==> src/rtl/core/fpe_pkg.sv <==
// Shared constants, prime table and divider types for the factorial prime exponent block.
`default_nettype none

package fpe_pkg;

    localparam int MAX_N      = 100;
    localparam int HARD_LIMIT = 100;
    localparam int NUM_PRIMES = 25;

    localparam int N_W   = 8;
    localparam int P_W   = 7;
    localparam int E_W   = 7;
    localparam int IDX_W = $clog2(NUM_PRIMES);
    localparam int CNT_W = $clog2(P_W);

    typedef struct packed {
        logic           start;
        logic [P_W-1:0] dividend;
        logic [P_W-1:0] divisor;
    } div_req_t;

    typedef struct packed {
        logic           done;
        logic [P_W-1:0] quotient;
    } div_rsp_t;

    function automatic logic [P_W-1:0] prime_at(input logic [IDX_W-1:0] idx);
        logic [P_W-1:0] p;
        case (idx)
            5'd0:    p = 7'd2;
            5'd1:    p = 7'd3;
            5'd2:    p = 7'd5;
            5'd3:    p = 7'd7;
            5'd4:    p = 7'd11;
            5'd5:    p = 7'd13;
            5'd6:    p = 7'd17;
            5'd7:    p = 7'd19;
            5'd8:    p = 7'd23;
            5'd9:    p = 7'd29;
            5'd10:   p = 7'd31;
            5'd11:   p = 7'd37;
            5'd12:   p = 7'd41;
            5'd13:   p = 7'd43;
            5'd14:   p = 7'd47;
            5'd15:   p = 7'd53;
            5'd16:   p = 7'd59;
            5'd17:   p = 7'd61;
            5'd18:   p = 7'd67;
            5'd19:   p = 7'd71;
            5'd20:   p = 7'd73;
            5'd21:   p = 7'd79;
            5'd22:   p = 7'd83;
            5'd23:   p = 7'd89;
            5'd24:   p = 7'd97;
            default: p = '1;
        endcase
        return p;
    endfunction

endpackage

`default_nettype wire

==> src/rtl/core/fpe_div.sv <==
// Bit-serial restoring divider, one quotient bit per cycle.
`default_nettype none

module fpe_div
    import fpe_pkg::*;
(
    input  wire logic     clk,
    input  wire logic     rst_n,
    input  wire div_req_t req,
    output      div_rsp_t rsp
);

    logic             busy_reg, busy_next;
    logic             done_reg, done_next;
    logic [CNT_W-1:0] cnt_reg, cnt_next;
    logic [P_W-1:0]   rem_reg, rem_next;
    logic [P_W-1:0]   quo_reg, quo_next;
    logic [P_W-1:0]   den_reg, den_next;

    logic [P_W:0]     trial;
    logic             fits;

    assign trial = {rem_reg, quo_reg[P_W-1]};
    assign fits  = (trial >= {1'b0, den_reg});

    always_comb
    begin
        busy_next = busy_reg;
        done_next = 1'b0;
        cnt_next  = cnt_reg;
        rem_next  = rem_reg;
        quo_next  = quo_reg;
        den_next  = den_reg;
        if (req.start && !busy_reg)
        begin
            busy_next = 1'b1;
            cnt_next  = '0;
            rem_next  = '0;
            quo_next  = req.dividend;
            den_next  = req.divisor;
        end
        else if (busy_reg)
        begin
            rem_next = fits ? P_W'(trial - {1'b0, den_reg}) : P_W'(trial);
            quo_next = {quo_reg[P_W-2:0], fits};
            cnt_next = CNT_W'(cnt_reg + 1'b1);
            if (cnt_reg == CNT_W'(P_W - 1))
            begin
                busy_next = 1'b0;
                done_next = 1'b1;
            end
        end
    end

    always_ff @(posedge clk or negedge rst_n)
    begin
        if (!rst_n)
        begin
            busy_reg <= 1'b0;
            done_reg <= 1'b0;
            cnt_reg  <= '0;
        end
        else
        begin
            busy_reg <= busy_next;
            done_reg <= done_next;
            cnt_reg  <= cnt_next;
        end
    end

    always_ff @(posedge clk)
    begin
        rem_reg <= rem_next;
        quo_reg <= quo_next;
        den_reg <= den_next;
    end

    assign rsp.done     = done_reg;
    assign rsp.quotient = quo_reg;

endmodule

`default_nettype wire

==> config.mk <==
export PLATFORM = sky130hd
export DESIGN_NAME = fpe_div
export DESIGN_NICKNAME = d
export VERILOG_FILES = /design/src/rtl/core/fpe_pkg.sv /design/src/rtl/core/fpe_div.sv
export SDC_FILE = /design/constraint.sdc
export NUM_CORES = 1
export LEC_CHECK = 0
export ABC_AREA = 1
export ABC_CLOCK_PERIOD_IN_PS = 1900
export BUFFER_PORTS_ARGS = -buffer_cell sky130_fd_sc_hd__clkbuf_2
export CAP_MARGIN = 20
export CORE_ASPECT_RATIO = 0.9
export CORE_MARGIN = 2
export CORE_UTILIZATION = 30
export DETAILED_ROUTE_END_ITERATION = 10
export RECOVER_POWER = 50
export SLEW_MARGIN = 20
export SYNTH_ARGS = -nofsm -noshare
export SYNTH_HDL_FRONTEND = slang
export SYNTH_SLANG_ARGS = --single-unit
==> constraint.sdc <==
create_clock -name clk -period 1.9 [get_ports clk]
set_input_delay 0 -clock clk [delete_from_list [all_inputs] [get_ports clk]]
set_output_delay 0 -clock clk [all_outputs]
set_load 0.01 [all_outputs]
== Word-level counts from Yosys, hierarchy flattened ==
Index checks and enable logic that the tools add are counted.
Storage, ports and cells
  bits of input ports: 17
  output and inout bits: 8
  flip-flop bits (word level): 26
Cells by class
  equality and inequality tests: 1
  add/subtract/negate cells: 2
  reductions and logical operators: 3
  order comparisons: 1
  multiplexer cells: 11
Operator list (count)
  $mux 7: 3
  $ge 8x7->1: 1
  $sub 7x7->7: 1
  $mux 1: 6
  $mux 3: 2
  $add 3x1->3 const B: 1
  $eq 3x3->1 const B: 1
  $reduce_bool 2->1: 1
  $logic_and 1x1->1: 1
  $logic_not 1->1: 1

== Logic depth before layout (Yosys ltp) ==
  word-level depth: 4
  depth in mapped cells: 12
  depth with buffers taken out: 12

== Worst setup path before layout ==
OpenSTA, ideal clock, no wires.
  path kind: register -> register
  start: register quo_reg[6]
  end: register rem_reg[4]
  clock period less this slack: 1.795 ns
  slack: 0.105 ns
  data required time: 1.841 ns
  stages on the path, launching flop included: 12
  arrival: 1.735 ns
  cells stage by stage: edfxtp_1 > inv_1 > ha_1 > fa_1 > inv_1 > nand2_1 > nand2_1 > nand2_1 > or2_2 > nand3_1 > nand3_1 > nand2_1
Between the ends
  word-level cells in the longest chain between the ends: 2
RTL lines
  start: declaration: line fpe_div.sv:17  | logic [P_W-1:0] quo_reg, quo_next;
  start signal: assignment: line fpe_div.sv:74  | quo_reg <= quo_next;
  $sub 7x7->7 / $ge 8x7->1 (equally long branches): line fpe_div.sv:44, fpe_div.sv:24
  $mux 7 *: line fpe_div.sv:44  | rem_next = fits ? P_W'(trial - {1'b0, den_reg}) : P_W'(trial);
  end signal: assignment: line fpe_div.sv:73  | rem_reg <= rem_next;
  end: declaration: line fpe_div.sv:16  | logic [P_W-1:0] rem_reg, rem_next;
Every way passes the cells marked *; elsewhere a longest branch is shown, timed or not.
A chain may end at the register's enable or synchronous reset.

== Final worst setup path ==
Same ends and word-level chain as after synthesis.

==> results.toml <==
[run_status]
run_status = "finished, final reports clean"

[layout]
fillerInstances = 494
area_growth_syn_to_layout_pct = 27.53
fin_nets = 249
post_route_cells_drive_above_1_share = 0.1448
num_antenna_cells = 0
layoutNonFillerInstCount = 286

[die]
core_region_area_um2 = 4775
die_width_um = 77.51
top_level_ports = 25
dieArea_um2 = 5437
start_util = 0.3056
floorplan.die.height_um = 70.16
num_rows = 24

[power_and_ir_drop]
ir_worst_vdd_mv = 0.5709
power-per-cell-area_nw_per_um2 = 1554
power.leakage_nw = 0.8953

[critical_path]
worst_ep_arrival_time_ns = 1.97
worstPathRequired_ns = 2.11
setup.worst_path.class = "flop to flop"
startpoint_type = "flop"
end_kind = "flop"
worstPathMaxFanout = 3

[clock_network]
cts-buffers-inserted = 3
clock_path_buffers = 2
ctsRootBufferMaster = "clkbuf_8"
worst_skew_late_latency_ns = 0.27
tritoncts_num_sinks = 26
clk_pin_slew_worst_paths_ns = 0.09
cts_max_level = 1
cts_tree = "built"

[place]
total_half_perimeter_wirelength_after_legalization_and_detailed_placement_um = 2184
placement.io_buffers = 24
dp.cells = 269
finalWeightedCongestion = 0.8136

[routing]
totalWireLength_um = 2869
drc_errors = 0
vias = 1217
first_pass_iters = 4
ant_nets = 0
drt_first_iter_violations = 57
route.detailed.wl_per_inst_um = 10.03
detail_route.vias_per_cell = 4.255

[global_route]
largest_net_degree_at_the_start_of_global_routing = 15
vias_in_the_first_global_route = 1165
grt.overflow.total = 0
global_route.usage.total = 0.1157
grt_first_pass_wirelength_um = 5064
antenna_found_initial = 0

[synthesis]
yosysUniqueCellTypes = 24
yosysSeqAreaShare = 0.4700
synth_seq_cells = 26
syn-cell-area_um2 = 1459
dominantRegCellSynth = "edfxtp_1"
synth_cells = 179
count_of_flip_flops_with_a_built_in_enable_after_synthesis = 14
async_sr_flop_fraction = 0.1923
yosysWarningCount = 0
syn_area_per_cell_um2 = 8.150
synthesis.nets = 206

[sta]
max_freq_mhz = 570.0
finalSetupViolCount = 0
tmin_final_ns = 1.754
final.setup.tns_ns = 0
final_hold_viol_count = 0
slew_worst_pin_ns = 0.6647
worst_hold_slack_ns = 0.01440
timing.final.max_slew_violations = 0
maxSlewHeadroom = 0.5569
grt_setup_unrepaired = "false"
final_period_utilization = 0.9233
clock-skew-final_ns = 0.006801

[hold_path]
min_path_type = "primary input to flop"

[flow_run]
timing.max_cap.violations = 0
==> cells by family after synthesis <==
family,count (synthesis),synth area share
buffers and inverters,31,0.08748
flip-flops,26,0.4700
AO/OA/AOI/OAI,9,0.03945
adder cells (fa/ha/maj),10,0.09091
XOR/XNOR,1,0.006005
AND/OR/NAND/NOR,102,0.3062
==> cell type report <==
cell class                 count  area [µm²]  area share
inverter                      29       108.9     0.05851
sequential                    26       685.7      0.3685
timing repair buffer          40       254.0      0.1365
multi-input combinational    122       685.7      0.3685
clock buffer                   4       45.04     0.02421
tap                           65       81.33     0.04371
==> synth_stat cells, types with 2 or more instances <==
cell type,count,share of area
dfxtp_1,7,0.096
dfrtp_1,5,0.086
inv_1,28,0.072
a21oi_1,2,0.0069
ha_1,9,0.077
nand3_1,18,0.062
nand4_1,2,0.0086
o21ai_0,4,0.014
nor2_1,9,0.023
nand2_1,65,0.17
edfxtp_1,14,0.29
nand3b_1,4,0.021
==> final timing paths <==
check                                   startpoint                      end  slack [ns]  cells after the start
setup / recovery              quo_reg[6]$_DFFE_PP_  rem_reg[4]$_SDFFE_PP0P_        0.15                     11
max in group asynchronous                    rst_n   cnt_reg[2]$_DFFE_PN0P_        1.58                      2
min in group asynchronous                    rst_n   cnt_reg[0]$_DFFE_PN0P_        0.11                      2
hold reg to reg            rem_reg[3]$_SDFFE_PP0P_  rem_reg[3]$_SDFFE_PP0P_        0.47                      2
setup reg to reg              quo_reg[6]$_DFFE_PP_  rem_reg[4]$_SDFFE_PP0P_        0.15                     11
hold / removal                             req[13]     quo_reg[6]$_DFFE_PP_        0.01                      3
==> power breakdown <==
group	switching, mW	internal, mW
Combinational	0.953	0.611
Clock	0.164	0.150
Sequential	0.137	0.875
Total	1.25	1.64
==> cells in the final DEF (no fill, tap or decap) <==
| cell type | instances |
|---|---|
| clkbuf_8 | 3 |
| nand2_4 | 1 |
| fa_2 | 1 |
| edfxtp_1 | 14 |
| nand3b_1 | 4 |
| inv_2 | 1 |
| nand3_4 | 1 |
| clkbuf_2 | 15 |
| clkinv_1 | 1 |
| inv_1 | 27 |
| dlygate4sd3_1 | 13 |
| nand4_1 | 2 |
| a31oi_4 | 1 |
| ha_2 | 1 |
| ha_1 | 8 |
| clkbuf_1 | 12 |
| nand2_1 | 61 |
| or2_0 | 1 |
| nand2_2 | 3 |
| nand3_1 | 17 |
| a21oi_1 | 2 |
| dfxtp_1 | 7 |
| nand3_2 | 1 |
| or2_2 | 1 |
| o21ai_1 | 1 |
| xor2_1 | 1 |
| dfrtp_1 | 5 |
| o21ai_0 | 4 |
| nor2_2 | 1 |
| buf_4 | 1 |
| a21oi_4 | 1 |
| nor2_1 | 9 |
==> worst max-delay path, stage by stage (launching register included) <==
cell      delay (ns)
edfxtp_1        0.35
inv_1           0.06
ha_2            0.18
fa_2            0.37
inv_2           0.06
nand2_1         0.05
nand2_2         0.08
nand2_2         0.07
or2_2           0.27
nand3_1         0.08
nand3_1         0.06
nand2_1         0.05
==> what timing repair did <==
| item | CTS | global route |
|---|---|---|
| gates resized for setup | 1 | 11 |
| pin swaps | 1 | 3 |
| endpoints found under the setup margin | 1 | 8 |
| gates cloned | 0 | 0 |
| setup buffers | 0 | 0 |
| hold buffers | 13 | 0 |
| endpoints found under the hold margin | 17 | 0 |
==> routing by layer <==
layer,GRT usage,wire length (µm),vias up
met3,0.01550,85,4
li1,-,-,654
met5,0,0,-
met2,0.1720,1227,23
met1,0.1643,1503,536
met4,0.05952,53,0
==> metrics by stage <==
| step | util | area, µm² | setup WS (ns) | total power [mW] |
|---|---|---|---|---|
| 2_1_floorplan | - | 1459 | 0.1053 | 2.134 |
| 3_3_place_gp | 0.3485 | 1664 | 0.02590 | 2.492 |
| 3_5_place_dp | 0.3485 | 1664 | 0.03699 | 2.506 |
| 4_1_cts | 0.3857 | 1842 | 0.01155 | 2.863 |
| 5_1_grt | 0.3897 | 1861 | 0.02636 | 3.209 |
| 6_report | 0.3897 | 1861 | 0.1457 | 2.891 |
(Power assumes the default switching activity.)
